===== config.mk =====
export PLATFORM = sky130hd
export DESIGN_NAME = car_ram
export DESIGN_NICKNAME = d
export VERILOG_FILES = /design/src/design/car_ram.sv
export SDC_FILE = /design/constraint.sdc
export NUM_CORES = 1
export LEC_CHECK = 0
export BUFFER_PORTS_ARGS = -buffer_cell sky130_fd_sc_hd__buf_4
export CAP_MARGIN = 20
export CORE_ASPECT_RATIO = 1.25
export CORE_MARGIN = 4
export CORE_UTILIZATION = 50
export CTS_CLUSTER_SIZE = 8
export DETAILED_ROUTE_END_ITERATION = 8
export PLACE_DENSITY = 0.64
export SKIP_LAST_GASP = 1
export SLEW_MARGIN = 20
export SYNTH_ARGS = -nofsm -noshare
export SYNTH_HDL_FRONTEND = slang
export SYNTH_SLANG_ARGS = --single-unit

===== constraint.sdc =====
create_clock -name i_clk -period 3.45 [get_ports i_clk]
set_input_delay 0.69 -clock i_clk [delete_from_list [all_inputs] [get_ports i_clk]]
set_output_delay 0.69 -clock i_clk [all_outputs]
set_load 0.01 [all_outputs]

===== src/design/car_ram.sv =====
`default_nettype none
module car_ram #(
    parameter int WIDTH = 8,
    parameter int DEPTH = 16,
    localparam int AW = $clog2(DEPTH)
) (
    input  wire logic             i_clk,
    input  wire logic             i_we,
    input  wire logic [AW-1:0]    i_waddr,
    input  wire logic [WIDTH-1:0] i_wdata,
    input  wire logic             i_re,
    input  wire logic [AW-1:0]    i_raddr,
    output logic      [WIDTH-1:0] o_rdata
);

    logic [WIDTH-1:0] r_mem [DEPTH];
    logic [WIDTH-1:0] r_rdata;

    always_ff @(posedge i_clk) begin
        if (i_we) begin
            r_mem[i_waddr] <= i_wdata;
        end
        if (i_re) begin
            r_rdata <= r_mem[i_raddr];
        end
    end

    assign o_rdata = r_rdata;

endmodule
`default_nettype wire


==> results by group <==
Hold path
  • Worst hold path type: input port to flop
  • Worst Hold Depth: 1
  • Hold Path Origin: i_wdata[6]

Floorplan
  • Full die area: 12200 um^2
  • # rows: 41
  • Die Height: 122 um
  • IO Pins: 27
  • CORE AREA: 10200 um^2
  • Initial Utilization: 0.515
  • Die W: 99.5 um

Power and ir drop
  • Clock Power Share: 0.476
  • Power share of the combinational group: 0.045
  • Sequential fraction of design power: 0.479
  • Total internal power: 3.20 mW
  • PwrDens: 631 nW/um^2
  • Worst ir drop on vdd: 0.468 mV
  • Overall Power: 3.91 mW
  • Net Switching: 0.711 mW
  • Leakage: 2.10 nW
  • Sw Share: 0.182

Synthesis
  • Netlist Area Pre-Place: 5230 um^2
  • Yosys top cell by area: edfxtp_1
  • EDFF count, synth: 136
  • Yosys top cell area share: 0.781
  • Yosys reg bits: 136
  • Leading cell types by count after synthesis: edfxtp_1, mux4_2, a22oi_1
  • Synth Warn #: 0
  • Syn Nets: 248
  • Post-synth top flop: edfxtp_1
  • Most frequent cell after synthesis: edfxtp_1
  • Synth area leaders: edfxtp_1, mux4_2, mux4_1
  • Yosys cell types: 18
  • Synthesized netlist cell count: 229
  • Register area share after synthesis: 0.781
  • Mean post-synth cell area: 22.8 um^2
  • Synth async-reset ratio: 0

Route
  • Vias/cell: 5.90
  • DR iter-0 viols: 234
  • Post-route ant nets: 0
  • Via count: 2453
  • Drt pass-1 iters: 4
  • Final wirelength: 10300 um
  • WL/cell: 24.8 um
  • # DRC: 0

Placement
  • PortBufs: 26
  • Post-detail-place hpwl: 6250 um
  • Area post-placement: 5590 um^2
  • Post-Place Setup Slack: 0.959 ns
  • Routability congestion estimate: 0.722
  • Cells after DPL: 386

Setup path
  • RR Endpoint: o_rdata[6]
  • RR Startpoint: r_mem[11][6]
  • CP Data Arrival Time: 2.17 ns
  • CP endpoint kind: flop
  • Reg2Reg Setup Slack: 1.98 ns
  • Worst-path maximum fanout: 32
  • Crit path required time: 3.60 ns
  • Crit Path Class: input port to flop
  • R2R cell count: 3
  • Crit path to: o_rdata[2]
  • Startpoint types: input port
  • Critical path origin: i_raddr[0]

CTS
  • Worst-skew pair later-pin latency: 0.41 ns
  • Root buf cell: clkbuf_16
  • Post_cts resized: 0
  • CTS buffer count: 17
  • H-tree depth: 4
  • CTS max path bufs: 2
  • Post-CTS Hold Fix Bufs: 0
  • Post-CTS setup buffers: 0
  • # clock sinks: 136
  • CTS tree: built
  • Clock transition at path regs: 0.05 ns

Timing
  • Worst Hold Slack: 0.584 ns
  • Fmax: 495 MHz
  • Layout Skew: 0.0105 ns
  • Finish-stage setup viols: 0
  • Setup Total Neg Slack: 0 ns
  • Final Worst Setup Slack: 1.43 ns
  • Post-route clock period utilization: 0.586
  • Post-layout min period: 2.02 ns
  • Slew headroom: 0.397
  • RSZ-0062 raised after global routing: false
  • Final hold vios: 0
  • Pins Over Slew Limit: 0
  • Slew at the pin closest to its max-slew limit: 0.901 ns

Layout
  • Ant. Diodes: 0
  • Design area: 6200 um^2
  • Area growth from synthesis to layout: 18.6%
  • Non-Filler Instances: 416
  • Final core utilization: 0.610
  • Fraction of layout cells with a size suffix above 1: 0.293
  • Layout Nets: 295

Global routing
  • Gr usage total: 0.189
  • First-pass GRT wire length: 15700 um
  • Initial antenna violation count: 0
  • Vias in the first global route: 2567
  • GRT overflow: 0
  • Largest net degree at the start of global routing: 33

Outcome
  • Status: finished clean

Flow run
  • Max cap viols: 0
worst min path at each step:
stage                         endpoint  slack [ns]
final                      r_mem[4][6]        0.58
after detailed placement    o_rdata[0]        0.72
after global routing       r_mem[8][3]        0.58
after global placement      o_rdata[0]        0.72
after floorplan             o_rdata[0]        0.70
after CTS                 r_mem[13][3]        0.56
power groups by stage:
stage | clock network, mW | registers (mW) | logic [mW]
3_3_place_gp | 0 | 1.90 | 0.175
4_1_cts | 1.89 | 1.87 | 0.178
2_1_floorplan | 0 | 1.91 | 0.0939
3_5_place_dp | 0 | 1.91 | 0.178
5_1_grt | 1.98 | 1.87 | 0.190
6_report | 1.86 | 1.87 | 0.174
per-layer routing:
metal / part of all wire / wire (um) / global-route usage
met2: 0.51 / 5290 / 0.301
met4: 0.013 / 138 / 0.0786
met3: 0.064 / 661 / 0.0580
met5: 0 / 0 / 0
met1: 0.41 / 4240 / 0.245
layout make-up:
| class | count | area, um^2 |
|---|---|---|
| tap | 129 | 161 |
| clock buffer | 18 | 429 |
| sequential | 136 | 4080 |
| multi-input combinational | 83 | 1060 |
| fill | 715 | 3960 |
| timing repair buffer | 38 | 285 |
| clock inverter | 12 | 183 |
sequential cells by signal, summed over array words and instances, names as in the netlist:
signal	flops
o_rdata	8
r_mem	128
layout by cell type (no fill, tap or decap):
cell type    n
clkinv_1     2
nand3b_1     2
or3b_2       1
edfxtp_1   136
nand2_1      9
mux4_2      18
nor2b_1      1
nand2b_1     2
bufinv_16    5
clkbuf_16   17
nor3_1       4
clkinv_2     5
nand3_1      1
buf_4       38
nor2_1      13
and2_1       1
a22oi_1     16
clkbuf_1     1
and2b_1      1
mux4_1      14
cells by family after synthesis:
group / Yosys count / synth area share
AO/OA/AOI/OAI: 16 / 0.0230
flip-flops: 136 / 0.781
buffers and inverters: 10 / 0.0165
AND/OR/NAND/NOR: 35 / 0.0314
multiplexers: 32 / 0.148
critical path, cell delays in order:
cell and delay [ns]:
buf_4 0.48, mux4_1 0.62, a22oi_1 0.28, nand2_1 0.08
Power figures use the tool's default switching activity.
