[src/design/car_pkg.sv]
`default_nettype none
package car_pkg;

    localparam int SAMPLE_RATE  = 48000;
    localparam int PREDELAY_MAX = 4096;

    localparam int C1_LEN = SAMPLE_RATE * 297 / 10000;
    localparam int C2_LEN = SAMPLE_RATE * 371 / 10000;
    localparam int D1_LEN = SAMPLE_RATE * 5 / 1000;
    localparam int D2_LEN = SAMPLE_RATE * 17 / 10000;

    localparam int C1_BASE    = 0;
    localparam int C2_BASE    = C1_BASE + C1_LEN;
    localparam int D1_BASE    = C2_BASE + C2_LEN;
    localparam int D2_BASE    = D1_BASE + D1_LEN;
    localparam int MAIN_DEPTH = D2_BASE + D2_LEN;

    localparam int MAIN_AW = $clog2(MAIN_DEPTH);
    localparam int PD_AW   = $clog2(PREDELAY_MAX);
    localparam int C1_PW   = $clog2(C1_LEN);
    localparam int C2_PW   = $clog2(C2_LEN);
    localparam int D1_PW   = $clog2(D1_LEN);
    localparam int D2_PW   = $clog2(D2_LEN);

    localparam int SAMPLE_W   = 16;
    localparam int STORE_W    = 24;
    localparam int PLEN_W     = 13;
    localparam int DECAY_W    = 15;
    localparam int DAMP_W     = 15;
    localparam int WET_W      = 16;
    localparam int CFG_DATA_W = 16;
    localparam int CFG_IDX_W  = 2;

    localparam int DECAY_LO    = 1638;
    localparam int DECAY_HI    = 31130;
    localparam int DAMP_HI     = 29491;
    localparam int UNITY       = 32768;
    localparam int PLEN_RESET  = 960;
    localparam int DECAY_RESET = 16384;
    localparam int DAMP_RESET  = 8192;
    localparam int WET_RESET   = 16384;

    typedef enum logic [CFG_IDX_W-1:0] {
        REG_PLEN  = 2'd0,
        REG_DECAY = 2'd1,
        REG_DAMP  = 2'd2,
        REG_WET   = 2'd3
    } t_reg_idx;

    typedef struct packed {
        logic [PD_AW-1:0]   plen_m1;
        logic [DECAY_W-1:0] decay;
        logic [DAMP_W-1:0]  damp;
        logic [WET_W-1:0]   wet;
        logic               pd_clr;
    } t_cfg_bus;

    typedef struct packed {
        logic                re;
        logic [PD_AW-1:0]    raddr;
        logic                we;
        logic [PD_AW-1:0]    waddr;
        logic [SAMPLE_W-1:0] wdata;
    } t_pd_req;

    typedef struct packed {
        logic               re;
        logic [MAIN_AW-1:0] raddr;
        logic               we;
        logic [MAIN_AW-1:0] waddr;
        logic [STORE_W-1:0] wdata;
    } t_main_req;

endpackage
`default_nettype wire

[src/design/car_cfg.sv]
`default_nettype none
module car_cfg (
    input  wire logic                           i_clk,
    input  wire logic                           i_rst_n,
    input  wire logic                           i_cfg_we,
    input  wire logic [car_pkg::CFG_IDX_W-1:0]  i_cfg_idx,
    input  wire logic [car_pkg::CFG_DATA_W-1:0] i_cfg_data,
    output car_pkg::t_cfg_bus                   o_cfg
);

    localparam int PLW = car_pkg::PLEN_W;
    localparam int DCW = car_pkg::DECAY_W;
    localparam int DMW = car_pkg::DAMP_W;
    localparam int WTW = car_pkg::WET_W;
    localparam int PAW = car_pkg::PD_AW;

    logic [PLW-1:0] r_plen;
    logic [DCW-1:0] r_decay;
    logic [DMW-1:0] r_damp;
    logic [WTW-1:0] r_wet;
    logic [31:0]    plen_eff;

    always_ff @(posedge i_clk) begin
        if (!i_rst_n) begin
            r_plen  <= PLW'(car_pkg::PLEN_RESET);
            r_decay <= DCW'(car_pkg::DECAY_RESET);
            r_damp  <= DMW'(car_pkg::DAMP_RESET);
            r_wet   <= WTW'(car_pkg::WET_RESET);
        end else if (i_cfg_we) begin
            unique case (car_pkg::t_reg_idx'(i_cfg_idx))
                car_pkg::REG_PLEN:  r_plen  <= i_cfg_data[PLW-1:0];
                car_pkg::REG_DECAY: r_decay <= i_cfg_data[DCW-1:0];
                car_pkg::REG_DAMP:  r_damp  <= i_cfg_data[DMW-1:0];
                car_pkg::REG_WET:   r_wet   <= i_cfg_data[WTW-1:0];
            endcase
        end
    end

    always_comb begin
        plen_eff = 32'(r_plen);
        if (plen_eff < 32'd1) begin
            plen_eff = 32'd1;
        end
        if (plen_eff > 32'(car_pkg::PREDELAY_MAX)) begin
            plen_eff = 32'(car_pkg::PREDELAY_MAX);
        end
        o_cfg.plen_m1 = PAW'(plen_eff - 32'd1);

        o_cfg.decay = r_decay;
        if (r_decay < DCW'(car_pkg::DECAY_LO)) begin
            o_cfg.decay = DCW'(car_pkg::DECAY_LO);
        end else if (r_decay > DCW'(car_pkg::DECAY_HI)) begin
            o_cfg.decay = DCW'(car_pkg::DECAY_HI);
        end

        o_cfg.damp = (r_damp > DMW'(car_pkg::DAMP_HI)) ? DMW'(car_pkg::DAMP_HI) : r_damp;
        o_cfg.wet  = (r_wet > WTW'(car_pkg::UNITY)) ? WTW'(car_pkg::UNITY) : r_wet;

        // predelay write empties the line
        o_cfg.pd_clr = i_cfg_we && (car_pkg::t_reg_idx'(i_cfg_idx) == car_pkg::REG_PLEN);
    end

endmodule
`default_nettype wire

[config.mk]
export PLATFORM = sky130hd
export DESIGN_NAME = car_cfg
export DESIGN_NICKNAME = d
export VERILOG_FILES = /design/src/design/car_pkg.sv /design/src/design/car_cfg.sv
export SDC_FILE = /design/constraint.sdc
export NUM_CORES = 1
export LEC_CHECK = 0
export ABC_AREA = 1
export BUFFER_PORTS_ARGS = -buffer_cell sky130_fd_sc_hd__buf_2
export CAP_MARGIN = 10
export CELL_PAD_IN_SITES_DETAIL_PLACEMENT = 0
export CELL_PAD_IN_SITES_GLOBAL_PLACEMENT = 1
export CORE_UTILIZATION = 39
export DETAILED_ROUTE_END_ITERATION = 10
export HOLD_SLACK_MARGIN = 0.03
export PLACE_DENSITY_LB_ADDON = 0.12
export SETUP_SLACK_MARGIN = 0.2
export SLEW_MARGIN = 20
export SYNTH_ARGS = -nofsm -noshare
export SYNTH_HDL_FRONTEND = slang
export SYNTH_SLANG_ARGS = --single-unit
[constraint.sdc]
create_clock -name i_clk -period 2.9 [get_ports i_clk]
set_clock_uncertainty 0.15 [all_clocks]
set_input_delay 0.145 -clock i_clk [delete_from_list [all_inputs] [get_ports i_clk]]
set_output_delay 0.145 -clock i_clk [all_outputs]
set_load 0.01 [all_outputs]
==> key figures <==
Global routing
  – Largest net degree at the start of global routing: 60
  – Initial antenna violation count: 0
  – GRT Total Usage: 0.214
  – Vias in the first global route: 2597
  – Total grt overflow: 0
  – First-pass GRT wire length: 12.3 mm

Die
  – Die span in x: 87.3 µm
  – Core area: 6910 µm²
  – Die Ht: 87.3 µm
  – Starting Density: 0.411
  – Die Area: 7620 µm²
  – Io pins: 80
  – # rows: 30

Logic synthesis
  – Register bit total from synthesis: 59
  – Mapped Area: 2840 µm²
  – Post-synth top area cell: dfxtp_1
  – XOR/XNOR Fraction of Synth Area: 0.0154
  – Syn_area_per_cell: 6.71 µm²
  – Netlist cell types: 32
  – Post-synthesis mux area share: 0
  – Post-synthesis cell count: 423
  – Post-synthesis compound-gate area fraction: 0.190
  – Syn nets: 445
  – Synth top area share: 0.416
  – Seq/Total Area, Yosys: 0.416
  – Post-Synth Simple-Gate Area: 0.273
  – Main combinational cell family by area after synthesis: simple AND/OR/NAND/NOR gates
  – Top post-synthesis cells by area: dfxtp_1 (42%), nor2_1 (12%), o21ai_0 (9.5%)
  – Adder-cell area share of the yosys netlist: 0.00441
  – Syn. warnings: 0

Clock network
  – CTS Buffer Depth: 2
  – Worst-Skew Late Latency: 0.32 ns
  – Clock Sinks: 59
  – Num CTS Buffers: 9
  – CTS Root Cell: clkbuf_8
  – Worst-path clk slew: 0.06 ns
  – Htree depth: 3
  – Clock tree from TritonCTS: yes
  – Setup Fix Bufs, Post-CTS: 0

Power
  – Comb pwr share: 0.175
  – Flop pwr share: 0.453
  – VDD IR-drop max: 0.244 mV
  – Switch share: 0.277
  – Int Power: 0.00141 W
  – Net Sw Power: 0.000540 W
  – Clock share of power: 0.372
  – Overall power: 0.00195 W
  – Power Density: 542 nW/µm²
  – Lkg Pwr: 1.73 nW

Critical path
  – Register-to-Register Path Depth: 2
  – FF-to-FF Start: r_plen[8]$_SDFFE_PN1P_
  – Max incr delay on CP: 0.34 ns
  – Most frequent CP cell: nand2_1
  – Crit-path slowest cell: dfxtp_1
  – Crit Reg-Reg Endpoint: r_plen[8]$_SDFFE_PN1P_
  – Critical Path Start Type: flip-flop
  – Worst EP arrival: 2.17 ns
  – Worst path cell trace: or2_4 -> nor2_4 -> nand4_2 -> nand2_4 -> nand2_1 -> ha_1 -> nand2_1 -> inv_2 -> nand2_1 -> nand2_1 -> nand2_1 -> buf_2
  – WP buf/inv: 2
  – Req. time, crit path: 2.61 ns
  – CP delay by family, top: simple AND/OR/NAND/NOR gates
  – CP Depth: 12
  – Crit. End Element: output port
  – Reg2Reg Setup Slack: 2.00 ns
  – Crit-path max FO: 14
  – Setup CP Type: flip-flop to output port
  – Crit. Startpoint: r_plen[2]$_SDFFE_PN0P_

Finish
  – Inserted Diodes: 0
  – Util after Layout: 0.522
  – Fill cells: 732
  – Area growth syn-to-layout: 27.0%
  – Share of layout cells above drive strength 1: 0.228
  – Nets: 525

STA
  – Count of final setup violators: 0
  – F_max: 405 MHz
  – Period utilization: 0.851
  – Slew margin rel.: 0.427
  – Setup TNS: 0 ns
  – RSZ-0062 raised after global routing: no
  – Final WS setup: 0.431 ns
  – Worst-Margin Slew: 0.860 ns
  – Final Hold Fails: 0
  – Slew Limit Fails: 0
  – Tmin final: 2.47 ns

Place
  – Hpwl dp: 5.38 mm
  – Pre-CTS setup slack: 0.692 ns
  – Routability Congestion: 0.813
  – Port buffer count: 79

Worst hold path
  – WHS Path Cells: 3
  – Hold Crit Class: input port to flip-flop
  – Hold EP: r_decay[11]$_SDFFE_PN0P_
  – Worst Hold Launch: i_cfg_data[11]

Drt
  – Final ANT Viol Nets: 0
  – TritonRoute pass-1 iters: 4
  – Iter 0 DRT Violations: 134
  – DR DRC count: 0
  – Via Count: 2870
  – Vias/cell: 4.75
  – Routed WL: 7.72 mm
  – WL per Instance: 12.8 µm

Status
  – Status: finished clean

Flow run
  – Max Cap Viol: 0
## Yosys cell counts
cell      count
nand4_2       1
nor4_1        2
nor2_2        1
inv_1        40
nor2_1       94
nand2_2       1
nor2_4        1
o21ai_1       2
o21bai_1      1
inv_2         7
nand3_1      14
nor3_1        1
or2_2         6
clkbuf_1     25
xnor2_1       1
o41ai_2       1
a31oi_1       1
o41ai_1       1
a211oi_1      1
o21ai_0      54
buf_6         1
o211ai_1      4
nand2_1      55
dfxtp_1      59
nand3b_1      1
o21ai_2       2
ha_1          1
a21oi_1      33
or2_4         1
clkinv_1      1
nand4_1       6
xor2_1        4
## state kept, by name, summed over array words and instances, names as in the netlist
| name | cells |
|---|---|
| r_wet | 16 |
| r_damp | 15 |
| r_decay | 15 |
| r_plen | 13 |
## metrics by stage
stage	hold slack, ns	instances	instance area, µm²
global route	0.0552	604	3600
detailed placement	0.264	574	3260
finish	0.0415	604	3600
global placement	0.264	574	3260
CTS	0.0335	604	3590
floorplan	0.108	423	2840
## area by class of cell
| class | count | area, µm² | area share |
|---|---|---|---|
| clock buffer | 14 | 153 | 0.0424 |
| clock inverter | 2 | 35.0 | 0.00973 |
| inverter | 48 | 180 | 0.0500 |
| multi-input combinational | 290 | 1380 | 0.383 |
| sequential | 59 | 1180 | 0.328 |
| tap | 96 | 120 | 0.0333 |
| timing repair buffer | 95 | 551 | 0.153 |
## power by group through the flow
stage          clock network (W)  logic, W  registers [W]
3_3_place_gp                   0  0.000325       0.000900
2_1_floorplan                  0  0.000214       0.000893
3_5_place_dp                   0  0.000328       0.000900
6_report                0.000727  0.000342       0.000883
4_1_cts                 0.000740  0.000343       0.000883
5_1_grt                 0.000779  0.000387       0.000888
## worst register-to-register path, stage by stage (launching register included)
cell      delay, ns
dfxtp_1        0.39
inv_1          0.11
o211ai_1       0.18
## per-layer routing
metal | GRT usage | up-vias | wire length (µm)
li1 | - | 1510 | -
met1 | 0.293 | 1280 | 3900
met2 | 0.338 | 73 | 3420
met3 | 0.0322 | 7 | 332
met4 | 0.0805 | 0 | 76
met5 | 0 | - | 0
## kinds of logic after synthesis
logic type,Yosys count
AOI/OAI and AO/OA,100
xor gates and xnor gates,5
adders and majority gates,1
buffers and inverters,74
DFF,59
and+or+nand+nor,184
## how the worst max path moves through the flow
stage                end  slack, ns
2_1_floorplan  o_cfg[51]       0.85
3_3_place_gp   o_cfg[55]       0.76
3_5_place_dp   o_cfg[55]       0.69
4_1_cts        o_cfg[55]       0.34
5_1_grt        o_cfg[55]       0.21
6_report       o_cfg[55]       0.43
## layout by cell type, fill, tap and decap left out, drive strengths merged
master	n
a211oi	1
a21oi	33
a31oi	1
buf	81
bufinv	1
clkbuf	14
clkinv	2
dfxtp	59
dlygate4sd3	14
ha	1
inv	47
nand2	56
nand3	14
nand3b	1
nand4	7
nor2	96
nor3	1
nor4	2
o211ai	4
o21ai	58
o21bai	1
o41ai	2
or2	7
xnor2	1
xor2	4
## what timing repair did
item / in CTS / in global routing
endpoints found under the hold margin: 31 / 0
hold buffers: 14 / 0
resized for setup: 0 / 2
setup endpoints to repair: 0 / 3
No activity file was read; power rests on OpenSTA's default activity.
